File: config.mk
export PLATFORM = sky130hd
export DESIGN_NAME = mcpi_lane
export DESIGN_NICKNAME = d
export VERILOG_FILES = /design/src/sv/assert_macros.svh /design/src/sv/mcpi_pkg.sv /design/src/sv/mcpi_lane.sv
export SDC_FILE = /design/constraint.sdc
export NUM_CORES = 2
export LEC_CHECK = 0
export ABC_AREA = 1
export BUFFER_PORTS_ARGS = -buffer_cell sky130_fd_sc_hd__buf_4
export CORE_MARGIN = 3
export CORE_UTILIZATION = 50
export DETAILED_ROUTE_END_ITERATION = 16
export GPL_ROUTABILITY_DRIVEN = 0
export GPL_TIMING_DRIVEN = 1
export PLACE_DENSITY = 0.65
export SYNTH_ARGS = -nofsm -noshare
export SYNTH_HDL_FRONTEND = slang
export SYNTH_SLANG_ARGS = --single-unit
File: constraint.sdc
create_clock -name i_clk -period 13 [get_ports i_clk]
set_input_delay 2.6 -clock i_clk [delete_from_list [all_inputs] [get_ports i_clk]]
set_output_delay 2.6 -clock i_clk [all_outputs]
set_load 0.01 [all_outputs]
File: src/sv/assert_macros.svh
// Assertion macros for the RTL, included by mcpi_merge.
`ifndef ASSERT_MACROS_SVH
`define ASSERT_MACROS_SVH

// Implication checked at every clock edge outside reset.
`define MCPI_ASSERT(lbl, ante, cons) \
    lbl: assert property (@(posedge i_clk) disable iff (!i_rst_n) (ante) |-> (cons)) \
        else $error("assertion failed");

// Implication checked in the cycle after the antecedent, outside reset.
`define MCPI_ASSERT_NEXT(lbl, ante, cons) \
    lbl: assert property (@(posedge i_clk) disable iff (!i_rst_n) (ante) |=> (cons)) \
        else $error("assertion failed");

`endif

File: src/sv/mcpi_pkg.sv
// Shared constants, types and functions of the Monte Carlo pi tosser.
package mcpi_pkg;

    localparam int LANES       = 8;
    localparam int TOTAL_WIDTH = 40;
    localparam int HIT_W       = $clog2(LANES + 1);

    localparam int SEED_WORDS  = 8;
    localparam int SEED_REGS   = 4;
    localparam int REG_IDX_W   = 2;
    localparam int ADDR_W      = 5;
    localparam int DATA_W      = 64;

    localparam logic [DATA_W-1:0] SEED_RESET = 64'd1;

    localparam int OUT_TOTAL_W = 40;
    localparam logic [63:0] OUT_TOTAL_MAX = 64'h0000_00FF_FFFF_FFFF;
    localparam int BATCH_W = 4;
    localparam logic [BATCH_W-1:0] BATCH_MAX = 4'hF;

    // (2^32-1)^2
    localparam logic [64:0] FULL_SQ = 65'h0_FFFF_FFFE_0000_0001;

    typedef logic [31:0] t_word;
    typedef t_word t_seed_words [SEED_WORDS];

    typedef struct packed {
        logic accept;  // input transaction taken, generators step
        logic adv1;    // draw stage loads
        logic adv2;    // square stage loads
        logic adv3;    // compare stage loads
    } t_pipe_ctl;

    function automatic t_word xorshift32(input t_word s);
        t_word v;
        v = s ^ (s << 13);
        v = v ^ (v >> 17);
        v = v ^ (v << 5);
        return v;
    endfunction

    // Word of a seed register that a lane takes after reset.
    function automatic t_word seed_reset_word(input int lane);
        int w;
        w = lane % SEED_WORDS;
        return (w % 2 == 1) ? SEED_RESET[63:32] : SEED_RESET[31:0];
    endfunction

    function automatic logic [HIT_W-1:0] count_hits(input logic [LANES-1:0] v);
        logic [HIT_W-1:0] c;
        c = '0;
        for (int i = 0; i < LANES; i++) begin
            c = c + HIT_W'(v[i]);
        end
        return c;
    endfunction

endpackage

File: src/sv/mcpi_lane.sv
// One tossing lane: xorshift32 generator, squaring and circle test.
module mcpi_lane
    import mcpi_pkg::*;
(
    input  logic      i_clk,
    input  logic      i_rst_n,
    input  t_pipe_ctl i_ctl,
    input  logic      i_restart,
    input  logic      i_count,
    input  t_word     i_seed,
    input  t_word     i_seed_init,
    output logic      o_hit
);

    t_word       r_gen;
    t_word       base;
    t_word       n_sx;
    t_word       n_sy;
    t_word       r_sx;
    t_word       r_sy;
    logic        r_cnt1;
    logic [63:0] r_sqx;
    logic [63:0] r_sqy;
    logic        r_cnt2;
    logic [64:0] sum;
    logic        r_hit;

    assign base = i_restart ? i_seed : r_gen;
    assign n_sx = xorshift32(base);
    assign n_sy = xorshift32(n_sx);

    always_ff @(posedge i_clk) begin
        if (!i_rst_n) begin
            r_gen <= i_seed_init;
        end else if (i_ctl.accept) begin
            r_gen <= n_sy;
        end
    end

    always_ff @(posedge i_clk) begin
        if (i_ctl.adv1) begin
            r_sx   <= n_sx;
            r_sy   <= n_sy;
            r_cnt1 <= i_count;
        end
        if (i_ctl.adv2) begin
            r_sqx  <= 64'(r_sx) * 64'(r_sx);
            r_sqy  <= 64'(r_sy) * 64'(r_sy);
            r_cnt2 <= r_cnt1;
        end
        if (i_ctl.adv3) begin
            r_hit <= r_cnt2 && (sum <= FULL_SQ);
        end
    end

    assign sum   = {1'b0, r_sqx} + {1'b0, r_sqy};
    assign o_hit = r_hit;

endmodule

==> out/metrics.yaml <==
logic_synthesis:
  yosysUniqueCellTypes: 49
  async_flop_share_pct: 0
  syn-instance-count: 8900
  yosys.area.top_type_share_pct: 42.4
  synth_warnings: 0
  yosys_most_used_dff: "edfxtp_1"
  yosysSeqAreaShare_pct: 9.03
  synth_area_leaders: "fa_1 42%, inv_1 14%, ha_1 11%, nand2_1 9.5%, edfxtp_1 9.0%"
  avgSynthCellArea_um2: 8.40
  synth_seq_cells: 225
  synthTopCellsByCount: "2797 x inv_1, 1902 x nand2_1, 1583 x fa_1"
  synth_most_common_cell: "inv_1"
  yosysTopAreaCell: "fa_1"
  synth-edff-count: 225
  synth_area_um2: 74800
  synth_fp_nets: 11200
finish:
  drive_gt1_share_pct: 3.18
  finish.instance_area_um2: 78300
  fin_cells: 10800
  nNetsFinal: 11200
  antenna_cells: 0
  area_delta_synth_final_pct: 4.71
die:
  row_count: 141
  fp.coreArea_um2: 148000
  initial_core_util_pct: 50.5
  die_h_um: 393
  die-area_um2: 154000
  pin_count: 73
  die_x_um: 393
timing:
  finalCritPeriodShare_pct: 62.2
  finalClockSkew_ns: 0.0312
  rsz0062_at_grt: "false"
  finalCriticalPeriod_ns: 8.08
  fmax_ghz: 0.124
  finalMaxSlewViolations: 0
  fin_tns_setup_ns: 0
  worst_pin_slew_ns: 0.997
  setup_viol: 0
  hold_viol_final: 0
  slew-limit-headroom_pct: 33.5
routing:
  routed_wl_mm: 198
  num_vias: 55300
  first_iter_violations: 4259
  avgRoutedWirePerCell_um: 18.3
  firstDrtPassIters: 7
  postRouteAntennaNets: 0
  route.detailed.drc: 0
  viasPerCell: 5.12
place:
  placed_area_um2: 77400
  port_buffers: 72
  hpwlAfterDp_mm: 164
  dp_cells: 10800
clocking:
  cts_hold_buf: 0
  path_clk_slew_ns: 0.06
  cts_tree: "done"
  worst_skew_pair.late_latency_ns: 0.61
  clock-root-buffer: "clkbuf_16"
  numCtsBuffers: 29
  cts.sinks: 225
  cts_setup_buffers: 0
  cts_buffer_depth: 3
  ctsResizeCount: 0
  h-tree-depth: 1
global_route:
  antenna_found_initial: 2
  grt_pass1_wl_mm: 323
  first_global_vias: 60500
  grt-ovfl-total: 0
  grt_max_degree: 66
  track_usage_pct: 26.7
hold_path:
  min_path_type: "reg2reg"
flow_run:
  max_cap_violations: 0
critical_path:
  endpoint_kind: "flop"
  startpoint_type: "flop"
  arrival_ns: 8.42
  worstSetupPathType: "reg2reg"
  worstPathRequired_ns: 13.33
  timing.critical_path.fanout_max: 34
run_status:
  outcome: "complete, no violations"
routing by layer:
layer	track usage (%)	share of wire, %	vias up
li1	-	-	25600
met1	35.9	41	27400
met2	45.3	48	1930
met3	3.02	6.6	376
met4	8.80	3.9	2
met5	0	0.0046	-
registers in the layout, indices dropped and copies added, names as in the netlist:
signal and count:
r_sx 32, r_sqx 63, r_cnt2 1, r_sqy 63
r_cnt1 1, r_sy 32, o_hit 1, r_gen 32
cell type report:
class	count	area [um^2]
Tap cell	1930	2410
Clock buffer	32	737
Timing Repair Buffer	138	1040
Inverter	2797	10500
Clock inverter	22	218
Multi-Input combinational cell	5661	56700
Fill cell	13700	69900
Sequential cell	225	6760
through the flow:
step	hold WS [ns]	setup WS [ns]	util, %
after floorplan	0.400	5.89	-
after global placement	0.603	5.07	52.2
after CTS	0.611	4.97	52.8
after global routing	0.627	4.50	52.8
final	0.631	4.92	52.8
after detailed placement	0.591	5.00	52.2
placed cells by master, fill, tap and decap left out, drive strengths merged, types with 20 or more instances in the layout:
master and n:
nor2 360, nand3b 22, nor3 24, fa 1583
xor2 209, xnor2 120, buf 138, ha 662
o21ai 150, inv 2802, a31oi 47, clkbuf 32
a21o 20, o21bai 51, nand3 124, edfxtp 225
a21oi 253, nand4 23, nand2 1913
cell families (layout without fill, tap and decap cells):
kind of cell	count (synthesis)	count (layout)	synth area share (%)
compound gates	580	580	4.62
xor+xnor	329	329	4.46
fa+ha+maj	2245	2245	53.4
buf+inv	3014	2989	15.2
flops	225	225	9.03
mux	1	1	0.0301
simple gates	2506	2506	13.2
critical path, cell delays in order (launching register included):
cell      delay [ns]
edfxtp_1        0.33
buf_4           0.46
nand2_1         0.23
fa_1            0.54
inv_1           0.05
fa_1            0.53
inv_1           0.05
fa_1            0.54
fa_1            0.53
inv_1           0.06
fa_1            0.44
fa_1            0.42
fa_1            0.53
inv_1           0.06
fa_1            0.50
inv_1           0.05
ha_1            0.37
nand2_1         0.12
nor2_1          0.15
inv_1           0.08
nor2_1          0.45
nand3_1         0.14
o211ai_1        0.56
a21oi_1         0.21
o21ai_0         0.24
xor2_1          0.09
final timing paths:
check / startpoint / end / slack [ns] / cells after the start
max reg2reg: r_sy[18] / r_sqy[47] / 4.92 / 25
max: r_sy[18] / r_sqy[47] / 4.92 / 25
min: r_cnt1 / r_cnt2 / 0.63 / 0
min reg2reg: r_cnt1 / r_cnt2 / 0.63 / 0
Power is left out: the tool's default activity adds up to more than one toggle a clock period on the data nets, which glitch-free logic cannot reach.
