<file path="src/sv/assert_macros.svh">
// Assertion macros for the RTL, included by mcpi_merge.
`ifndef ASSERT_MACROS_SVH
`define ASSERT_MACROS_SVH

// Implication checked at every clock edge outside reset.
`define MCPI_ASSERT(lbl, ante, cons) \
    lbl: assert property (@(posedge i_clk) disable iff (!i_rst_n) (ante) |-> (cons)) \
        else $error("assertion failed");

// Implication checked in the cycle after the antecedent, outside reset.
`define MCPI_ASSERT_NEXT(lbl, ante, cons) \
    lbl: assert property (@(posedge i_clk) disable iff (!i_rst_n) (ante) |=> (cons)) \
        else $error("assertion failed");

`endif

</file>
<file path="src/sv/mcpi_pkg.sv">
// Shared constants, types and functions of the Monte Carlo pi tosser.
package mcpi_pkg;

    localparam int LANES       = 8;
    localparam int TOTAL_WIDTH = 40;
    localparam int HIT_W       = $clog2(LANES + 1);

    localparam int SEED_WORDS  = 8;
    localparam int SEED_REGS   = 4;
    localparam int REG_IDX_W   = 2;
    localparam int ADDR_W      = 5;
    localparam int DATA_W      = 64;

    localparam logic [DATA_W-1:0] SEED_RESET = 64'd1;

    localparam int OUT_TOTAL_W = 40;
    localparam logic [63:0] OUT_TOTAL_MAX = 64'h0000_00FF_FFFF_FFFF;
    localparam int BATCH_W = 4;
    localparam logic [BATCH_W-1:0] BATCH_MAX = 4'hF;

    // (2^32-1)^2
    localparam logic [64:0] FULL_SQ = 65'h0_FFFF_FFFE_0000_0001;

    typedef logic [31:0] t_word;
    typedef t_word t_seed_words [SEED_WORDS];

    typedef struct packed {
        logic accept;  // input transaction taken, generators step
        logic adv1;    // draw stage loads
        logic adv2;    // square stage loads
        logic adv3;    // compare stage loads
    } t_pipe_ctl;

    function automatic t_word xorshift32(input t_word s);
        t_word v;
        v = s ^ (s << 13);
        v = v ^ (v >> 17);
        v = v ^ (v << 5);
        return v;
    endfunction

    // Word of a seed register that a lane takes after reset.
    function automatic t_word seed_reset_word(input int lane);
        int w;
        w = lane % SEED_WORDS;
        return (w % 2 == 1) ? SEED_RESET[63:32] : SEED_RESET[31:0];
    endfunction

    function automatic logic [HIT_W-1:0] count_hits(input logic [LANES-1:0] v);
        logic [HIT_W-1:0] c;
        c = '0;
        for (int i = 0; i < LANES; i++) begin
            c = c + HIT_W'(v[i]);
        end
        return c;
    endfunction

endpackage

</file>
<file path="src/sv/mcpi_seed_regs.sv">
// APB register file holding the four 64-bit seed registers.
module mcpi_seed_regs
    import mcpi_pkg::*;
(
    input  logic              i_clk,
    input  logic              i_rst_n,
    input  logic              psel,
    input  logic              penable,
    input  logic              pwrite,
    input  logic [ADDR_W-1:0] paddr,
    input  logic [DATA_W-1:0] pwdata,
    output logic [DATA_W-1:0] prdata,
    output logic              pready,
    output t_seed_words       o_seeds
);

    logic [DATA_W-1:0]    r_seed [SEED_REGS];
    logic [REG_IDX_W-1:0] idx;
    logic                 wr_en;

    assign idx    = paddr[ADDR_W-1:3];
    assign wr_en  = psel && penable && pwrite;
    assign pready = 1'b1;
    assign prdata = r_seed[idx];

    always_ff @(posedge i_clk) begin
        if (!i_rst_n) begin
            for (int i = 0; i < SEED_REGS; i++) begin
                r_seed[i] <= SEED_RESET;
            end
        end else if (wr_en) begin
            r_seed[idx] <= pwdata;
        end
    end

    always_comb begin
        for (int i = 0; i < SEED_REGS; i++) begin
            o_seeds[2*i]     = r_seed[i][31:0];
            o_seeds[2*i + 1] = r_seed[i][63:32];
        end
    end

endmodule

</file>
<file path="config.mk">
export PLATFORM = sky130hd
export DESIGN_NAME = mcpi_seed_regs
export DESIGN_NICKNAME = d
export VERILOG_FILES = /design/src/sv/assert_macros.svh /design/src/sv/mcpi_pkg.sv /design/src/sv/mcpi_seed_regs.sv
export SDC_FILE = /design/constraint.sdc
export NUM_CORES = 1
export LEC_CHECK = 0
export ABC_CLOCK_PERIOD_IN_PS = 15800
export BUFFER_PORTS_ARGS = -buffer_cell sky130_fd_sc_hd__buf_2
export CORE_AREA = 4 4 150 152
export CTS_BUF_LIST = sky130_fd_sc_hd__clkbuf_8
export DETAILED_ROUTE_END_ITERATION = 10
export DIE_AREA = 0 0 154 156
export PLACE_DENSITY = 0.83
export SYNTH_ARGS = -nofsm -noshare
export SYNTH_HDL_FRONTEND = slang
export SYNTH_SLANG_ARGS = --single-unit
</file>
<file path="constraint.sdc">
create_clock -name i_clk -period 15.8 [get_ports i_clk]
set_clock_uncertainty 0.1 [all_clocks]
set_input_delay 3.16 -clock i_clk [delete_from_list [all_inputs] [get_ports i_clk]]
set_output_delay 3.16 -clock i_clk [all_outputs]
set_load 0.05 [all_outputs]
</file>
==> flow_summary_export.csv <==
group,metric,value,unit
power_and_ir_drop,ir_worst_vdd,0.1143,mV
timing,max_freq,116.9,MHz
clocking,cts_max_level,2,
run,max_cap_viol_count,0,
cells_and_area,largest_reg_flops,256,
timing,period_needed,8.555,ns
synth,ys_top_cells_by_count,"edfxtp_1, nor3_1, mux4_2",
synth,synth_cell_types,18,
global_routing,grt_pass1_wl,48.29,mm
floorplan,start_util,0.5221,
cells_and_area,area_delta_synth_final,25.49,%
global_routing,grt_max_degree,108,
critical_path,critPathRequiredTime,12.54,ns
routing,vias_per_cell,5.695,
routing,drtIter0Drc,609,
synth,dominantRegCellSynth,"edfxtp_1",
synth,synth.most_common_cell,"edfxtp_1",
power_and_ir_drop,p_sw,564.0,uW
clocking,cts_buffer_depth,3,
cells_and_area,regMostFlops,"r_seed",
floorplan,io_pins,395,
timing,tns,0,ns
critical_path,cp_num_buf_inv,3,
synth,async_flop_share,0,
synth,synth_area_leaders,"edfxtp_1, mux4_2, nor3_1",
placement,hpwl,20.48,mm
critical_path,max_stage_delay,0.73,ns
power_and_ir_drop,pwr-share-seq,0.480,
timing,rsz0062_at_grt,"false",
power_and_ir_drop,power.leakage,5.413,nW
routing,antenna_left,0,
power_and_ir_drop,combPwrFrac,0.223,
outcome,status,"finished clean",
critical_path,end_kind,"primary output",
synth,synthesis.area,10980,um^2
global_routing,grt_overflow,0,
critical_path,crit_top_cell,"buf_4",
power_and_ir_drop,p_int,1.132,mW
floorplan,die_height,156,um
synth,synth-seq-cells,256,
critical_path,cp_max_fo,38,
floorplan,die_area,24020,um^2
clocking,cts_resized,0,
critical_path,worst-endpoint-arrival,5.29,ns
clocking,cts_tree,"built",
synth,synth_top_cell_by_area,"edfxtp_1",
routing,num_vias,7927,
timing,whs,2.854,ns
cells_and_area,largest_registers,"r_seed: 256 flops",
timing,timing.final.crit_share,0.5414,
critical_path,crit_chain,"buf_4 > buf_4 > mux4_2 > buf_2",
min_path,hold_class,"input port to register",
critical_path,cp-start-kind,"input port",
critical_path,path_class,"input port to primary output",
synth,synth_warnings,0,
placement,post-place-ws,7.170,ns
global_routing,grt_pass1_vias,8357,
placement,postPlaceCellArea,13060,um^2
clocking,cts_sinks,256,
timing,fin_ws,7.245,ns
clocking,postCtsHoldBufs,0,
power_and_ir_drop,power_frac_clock,0.298,
floorplan,core_region_area,21020,um^2
synth,seq_area_frac_synth,0.7004,
cells_and_area,n_fill_cell,1501,
timing,max_slew_margin,0.2905,
cells_and_area,finish.instance_area,13770,um^2
clocking,cts_setup_buffers,0,
global_routing,grt_antenna_before_repair,4,
cells_and_area,fin_nets,1167,
power_and_ir_drop,switching_share,0.3325,
synth,syn_nets,788,
cells_and_area,finalCoreUtilization,0.6552,
placement,numPortBuffers,390,
power_and_ir_drop,power_density,123.1,nW/um^2
timing,finalHoldViolations,0,
clocking,root_buffer,"clkbuf_8",
critical_path,crit_family,"buffers and inverters",
clocking,numCtsBuffers,41,
timing,finalMaxSlewViolations,0,
clocking,clk_pin_slew,0.06,ns
synth,synth_top_area_share,0.7004,
critical_path,cp_slowest_cell,"buf_4",
cells_and_area,drive_gt1_frac,0.4663,
routing,drt_wl_total,32.14,mm
synth,synth_edf_count,256,
placement,gp_congestion,0.8465,
synth,postSynthCellCount,714,
floorplan,fp-row-count,53,
floorplan,die_w,154,um
routing,drc,0,
synth,synth.avg_cell_area,15.37,um^2
routing,wl_per_cell,23.09,um
routing,drtPass1Iterations,5,
global_routing,grt_use_total,0.2608,
timing,worst_pin_slew,1.064,ns
timing,finalSetupViolCount,0,
## metrics by stage
stage / power, mW / cells
after floorplan: 1.114 / 714
after global placement: 1.199 / 1325
after detailed placement: 1.205 / 1325
after CTS: 1.705 / 1388
after global routing: 1.755 / 1391
final: 1.696 / 1392
## cell type report
| cell class | count | area [um^2] | share of cell area |
|---|---|---|---|
| well taps | 275 | 344.1 | 0.02498 |
| multi-input cells | 331 | 2761 | 0.2005 |
| inverters | 63 | 236.5 | 0.01717 |
| clock inverters | 20 | 110.1 | 0.007994 |
| diodes | 4 | 10.01 | 0.0007267 |
| repair buffers | 400 | 2032 | 0.1475 |
| clock buffers | 43 | 591.8 | 0.04297 |
| flip-flops and latches | 256 | 7687 | 0.5581 |
## power by group through the flow
| stage | sequential, mW | combinational (mW) | clock (mW) |
|---|---|---|---|
| 6_report | 0.813 | 0.378 | 0.505 |
| 5_1_grt | 0.818 | 0.390 | 0.548 |
| 4_1_cts | 0.814 | 0.379 | 0.512 |
| 3_5_place_dp | 0.827 | 0.378 | 0 |
| 3_3_place_gp | 0.824 | 0.376 | 0 |
| 2_1_floorplan | 0.971 | 0.142 | 0 |
## placed cells by master, fill, tap and decap left out, types with 2 or more instances in the layout
cell type   count
edfxtp_1      256
nor2_1         63
o21ai_4         4
diode_2         4
buf_2         388
or2_2           2
inv_1          75
clkinvlp_4      2
nor3_1        189
clkbuf_8       43
buf_4          12
mux4_2         64
or3_1           3
clkinv_1        4
## path summary, 6_finish.rpt
kind	start	end	cells after the start	slack (ns)
hold / removal	pwdata[0]	r_seed[2][0]	2	2.85
setup / recovery	paddr[3]	prdata[2]	4	7.25
## routing by layer
metal	part of all wire	GRT usage	vias to the layer above
met4	0.034	0.09546	0
met1	0.34	0.2999	3876
met2	0.52	0.4632	511
met5	0	0	-
met3	0.12	0.07989	74
li1	-	-	3466
## cells by family after synthesis
| kind of cell | share of synthesized area |
|---|---|
| multiplexers | 0.1313 |
| other | 0.0003417 |
| AND/OR/NAND/NOR | 0.1131 |
| buffers and inverters | 0.05301 |
| AO/OA/AOI/OAI | 0.001824 |
| flip-flops | 0.7004 |
Power figures use the tool's default switching activity.
