File: src/sv/assert_macros.svh
// Assertion macros for the RTL, included by mcpi_merge.
`ifndef ASSERT_MACROS_SVH
`define ASSERT_MACROS_SVH

// Implication checked at every clock edge outside reset.
`define MCPI_ASSERT(lbl, ante, cons) \
    lbl: assert property (@(posedge i_clk) disable iff (!i_rst_n) (ante) |-> (cons)) \
        else $error("assertion failed");

// Implication checked in the cycle after the antecedent, outside reset.
`define MCPI_ASSERT_NEXT(lbl, ante, cons) \
    lbl: assert property (@(posedge i_clk) disable iff (!i_rst_n) (ante) |=> (cons)) \
        else $error("assertion failed");

`endif

File: src/sv/mcpi_pkg.sv
// Shared constants, types and functions of the Monte Carlo pi tosser.
package mcpi_pkg;

    localparam int LANES       = 8;
    localparam int TOTAL_WIDTH = 40;
    localparam int HIT_W       = $clog2(LANES + 1);

    localparam int SEED_WORDS  = 8;
    localparam int SEED_REGS   = 4;
    localparam int REG_IDX_W   = 2;
    localparam int ADDR_W      = 5;
    localparam int DATA_W      = 64;

    localparam logic [DATA_W-1:0] SEED_RESET = 64'd1;

    localparam int OUT_TOTAL_W = 40;
    localparam logic [63:0] OUT_TOTAL_MAX = 64'h0000_00FF_FFFF_FFFF;
    localparam int BATCH_W = 4;
    localparam logic [BATCH_W-1:0] BATCH_MAX = 4'hF;

    // (2^32-1)^2
    localparam logic [64:0] FULL_SQ = 65'h0_FFFF_FFFE_0000_0001;

    typedef logic [31:0] t_word;
    typedef t_word t_seed_words [SEED_WORDS];

    typedef struct packed {
        logic accept;  // input transaction taken, generators step
        logic adv1;    // draw stage loads
        logic adv2;    // square stage loads
        logic adv3;    // compare stage loads
    } t_pipe_ctl;

    function automatic t_word xorshift32(input t_word s);
        t_word v;
        v = s ^ (s << 13);
        v = v ^ (v >> 17);
        v = v ^ (v << 5);
        return v;
    endfunction

    // Word of a seed register that a lane takes after reset.
    function automatic t_word seed_reset_word(input int lane);
        int w;
        w = lane % SEED_WORDS;
        return (w % 2 == 1) ? SEED_RESET[63:32] : SEED_RESET[31:0];
    endfunction

    function automatic logic [HIT_W-1:0] count_hits(input logic [LANES-1:0] v);
        logic [HIT_W-1:0] c;
        c = '0;
        for (int i = 0; i < LANES; i++) begin
            c = c + HIT_W'(v[i]);
        end
        return c;
    endfunction

endpackage

File: src/sv/mcpi_merge.sv
// Merges lane hits into the batch count and the saturating running total.
module mcpi_merge
    import mcpi_pkg::*;
(
    input  logic                   i_clk,
    input  logic                   i_rst_n,
    input  logic                   i_load,
    input  logic                   i_restart,
    input  logic [LANES-1:0]       i_hits,
    input  logic                   i_stall,
    output logic                   o_ready,
    output logic                   o_valid,
    output logic [BATCH_W-1:0]     o_batch_hits,
    output logic [OUT_TOTAL_W-1:0] o_total_hits
);

`include "assert_macros.svh"

    logic [HIT_W-1:0]       hits;
    logic [TOTAL_WIDTH-1:0] tot_base;
    logic [TOTAL_WIDTH:0]   tot_sum;
    logic [TOTAL_WIDTH-1:0] n_total;
    logic [TOTAL_WIDTH-1:0] r_total;
    logic [63:0]            tot_ext;
    logic                   r_out_v;
    logic [BATCH_W-1:0]     r_batch;
    logic [OUT_TOTAL_W-1:0] r_shown;

    assign hits     = count_hits(i_hits);
    assign tot_base = i_restart ? '0 : r_total;
    assign tot_sum  = {1'b0, tot_base} + (TOTAL_WIDTH + 1)'(hits);
    assign n_total  = tot_sum[TOTAL_WIDTH] ? '1 : tot_sum[TOTAL_WIDTH-1:0];
    assign tot_ext  = 64'(n_total);

    assign o_ready = !r_out_v || !i_stall;

    always_ff @(posedge i_clk) begin
        if (!i_rst_n) begin
            r_out_v <= 1'b0;
            r_total <= '0;
        end else begin
            if (o_ready) begin
                r_out_v <= i_load;
            end
            if (i_load && o_ready) begin
                r_total <= n_total;
            end
        end
    end

    always_ff @(posedge i_clk) begin
        if (i_load && o_ready) begin
            r_batch <= (32'(hits) > 32'(BATCH_MAX)) ? BATCH_MAX : BATCH_W'(hits);
            r_shown <= (tot_ext > OUT_TOTAL_MAX) ? OUT_TOTAL_MAX[OUT_TOTAL_W-1:0]
                                                 : tot_ext[OUT_TOTAL_W-1:0];
        end
    end

    assign o_valid      = r_out_v;
    assign o_batch_hits = r_batch;
    assign o_total_hits = r_shown;

    `MCPI_ASSERT_NEXT(a_total_grows, i_load && o_ready && !i_restart, r_total >= $past(r_total))
    `MCPI_ASSERT_NEXT(a_restart_total, i_load && o_ready && i_restart,
                      r_total == TOTAL_WIDTH'($past(hits)))
    `MCPI_ASSERT_NEXT(a_total_hold, !(i_load && o_ready), $stable(r_total))

endmodule

File: config.mk
export PLATFORM = sky130hd
export DESIGN_NAME = mcpi_merge
export DESIGN_NICKNAME = d
export VERILOG_FILES = /design/src/sv/mcpi_pkg.sv /design/src/sv/mcpi_merge.sv
export VERILOG_INCLUDE_DIRS = /design/src /design/src/sv
export SDC_FILE = /design/constraint.sdc
export NUM_CORES = 1
export LEC_CHECK = 0
export ABC_CLOCK_PERIOD_IN_PS = 13900
export BUFFER_PORTS_ARGS = -buffer_cell sky130_fd_sc_hd__clkbuf_2
export CAP_MARGIN = 20
export CORE_ASPECT_RATIO = 1.2
export CORE_MARGIN = 2
export CORE_UTILIZATION = 55
export CTS_CLUSTER_DIAMETER = 200
export DETAILED_ROUTE_END_ITERATION = 16
export PLACE_DENSITY = 0.77
export SYNTH_ARGS = -nofsm -noshare
export SYNTH_HDL_FRONTEND = slang
export SYNTH_SLANG_ARGS = --single-unit
File: constraint.sdc
create_clock -name i_clk -period 13.9 [get_ports i_clk]
set_input_delay 1.39 -clock i_clk [delete_from_list [all_inputs] [get_ports i_clk]]
set_output_delay 1.39 -clock i_clk [all_outputs]
set_load 0.01 [all_outputs]
==> metrics.md <==
| Metric | Value |
|---|---|
| First-pass GRT wire length | 19600 um |
| Final period utilization | 0.436 |
| DR WL/cell | around 17 um |
| Power per Cell Area | approximately 95 mW/mm^2 |
| Req. time, crit path | roughly 14 ns |
| Leading post-synthesis cells by cell area | edfxtp_1, dfxtp_1, nand2_1, xnor2_1, a21oi_1 |
| PortBufs | 58 |
| Final setup vio count | 0 |
| Final worst setup slack | around 7.8 ns |
| Setup TNS | 0 ns |
| Rel. slew slack | 0.320 |
| Hold Vio Cnt, Final | 0 |
| Final Slew Violations | 0 |
| Vias/cell | just over 6 |
| Cts hold-fix bufs | 0 |
| Pwr Total | 0.510 mW |
| Worst-skew pair later-pin latency | ~0.36 ns |
| CP startpoint kind | input pin |
| H-tree levels | 3 |
| Placer Congestion | 0.886 |
| Post-synth EDFFs | 44 |
| Die W | about 90 um |
| Clk pin slew, worst setup/hold paths | approximately 0.080 ns |
| Cells along the critical path | clkbuf_2, inv_1, fa_1, fa_1, fa_1, inv_1, ha_1, fa_1, xor2_1, ha_1, a211oi_1, nor4_4, nand4_1, nand2_1, nor2_1, nor3_1 |
| Peak supply drop | between 40 and 50 uV |
| Register area share after synthesis | 0.437 |
| Vias | around 4300 |
| Vias in the first global route | roughly 4000 |
| Hold Worst Slack | between 0.5 and 0.6 ns |
| Core footprint | ~0.0086 sq mm |
| Fmax | between 150 and 200 MHz |
| Diodes inserted | 0 |
| Grt met2 use | 0.425 |
| Post-Synthesis Cell Area | around 0.005 sq mm |
| Initial antenna violation count | 0 |
| Setup Crit Path Kind | input pin to register |
| GR peak layer | met2 |
| CP max stage delay | 0.64 ns |
| Place WS | around 7.5 ns |
| Die area | 0.00969 sq mm |
| Max Cap Viol | 0 |
| CTS Root Cell | clkbuf_8 |
| Starting density of the core | 0.570 |
| Gates resized, CTS repair | 0 |
| Most frequent cell after synthesis | nand2_1 |
| Yosys reg bits | 85 |
| Num CTS Buffers | 9 |
| CP endpoint kind | register |
| DRC errors left | 0 |
| # rows | 37 |
| Iter 0 DRT Violations | about 400 |
| Hold Path Class | register to register |
| Gr usage total | 0.251 |
| Worst-Margin Slew | between 1 and 1.5 ns |
| Synthesized Nets | about 570 |
| I/O pin count | just under 60 |
| Post-route ant nets | 0 |
| TritonCTS Sinks | 85 |
| Chip Height | ~110 um |
| First-pass DRT Iterations | 5 |
| Yosys warning total | 0 |
| WL final | between 10000 and 15000 um |
| Yosys cell types | between 50 and 60 |
| Outcome | finished clean |
| Critical Path AT | around 6.3 ns |
| Cells after synthesis | approximately 550 |
| GR Util met1 | 0.322 |
| Top cell by count, worst path | fa_1 |
| Final net count | roughly 600 |
| Post-DP HPWL | 7900 um |
| Mean Syn Cell Area | just under 9 sq um |
| Post-synth top area cell | edfxtp_1 |
| Synth top area share | 0.269 |
| Most frequent cells after synthesis | nand2_1, edfxtp_1, nor2_1 |
| Leak | 2.04 nW |
| Worst clock skew | between 0.008 and 0.009 ns |
| Share of cells above drive strength 1 | 0.144 |
| P&R area growth vs syn | 9.39% |
| Total gr overflow | 0 |
| GR Layer Usage met3 | 0.0378 |
| TritonCTS clock tree | built |
| CTS max path bufs | 2 |
| Largest net degree at the start of global routing | 84 |
| Period minus WS final | ~6 ns |
| CP max-delay cell | nand4_1 |
| Most used DFF post-synth | edfxtp_1 |
| Async SR Flop Fraction | 0 |
| Unrepaired setup endpoints after global routing | false |
| Max FO, Critical Path | 13 |
| Post-CTS Setup Inserts | 0 |
| Fin util | 0.623 |
==> state kept, by name, summed over array words and instances (netlist names) <==
| register | count |
|---|---|
| o_valid | 1 |
| o_total_hits | 40 |
| r_total | 40 |
| o_batch_hits | 4 |
==> layout make-up <==
cell class	count	area, sq um
flip-flops and latches	85	2140
inverters	17	63.8
repair buffers	60	305
clock inverters	4	17.5
multi-input cells	412	2550
fillers	744	3250
clock buffers	12	135
well taps	117	146
==> cell usage in the layout, fill, tap and decap left out, drive strengths merged, types with 7 or more instances in the layout <==
cell type  instances
inv               15
edfxtp            44
dfxtp             41
xnor2             23
ha                 7
o221a              7
a21oi             38
nand2             77
o21a               7
o21ai             44
nor4               9
nor2              43
and3               7
nor2b             17
a31oi             19
clkbuf            70
nand3             12
xor2              10
nand4             13
nor3              12
o22ai              8
==> where the power goes <==
group	switching, mW	internal (mW)	leakage (nW)
combinational	0.0486	0.0296	1.19
clock	0.0841	0.0634	0.0792
sequential	0.00419	0.280	0.768
total	0.137	0.373	2.04
==> layer usage <==
metal  share of wire  up-vias
met4           0.023        0
li1                -     2060
met2            0.49      177
met1            0.42     2040
met5               0        -
met3           0.066       26
==> stage by stage <==
stage          instances  instance area, sq um
6_report             707                  5370
3_5_place_dp         691                  5210
2_1_floorplan        549                  4900
5_1_grt              707                  5370
4_1_cts              707                  5370
3_3_place_gp         691                  5210
==> worst max-delay path, delay by kind of cell <==
kind,cells,cell delay [ns]
adders and majority gates,6,2.45
and+or+nand+nor,5,1.96
xor gates and xnor gates,1,0.19
AOI/OAI and AO/OA,1,0.17
buffers and inverters,3,0.15
==> final timing paths <==
| kind | from | end | slack, ns | depth (start not counted) |
|---|---|---|---|---|
| worst min register to register | r_total[0] | r_total[0] | 0.50 | 2 |
| worst max register to register | r_total[0] | r_total[7] | 10.68 | 8 |
| worst max-delay path | i_hits[0] | r_total[12] | 7.85 | 16 |
| worst min-delay path | r_total[0] | r_total[0] | 0.50 | 2 |
==> logic make-up after synthesis <==
kind of cell,after synthesis,synth area share
and+or+nand+nor,226,0.246
DFF,85,0.437
AOI/OAI and AO/OA,138,0.171
adders and majority gates,12,0.0383
buffers and inverters,52,0.0423
xor gates and xnor gates,33,0.0589
muxes,3,0.00663
Note: power is estimated with default switching activity, not from simulation.
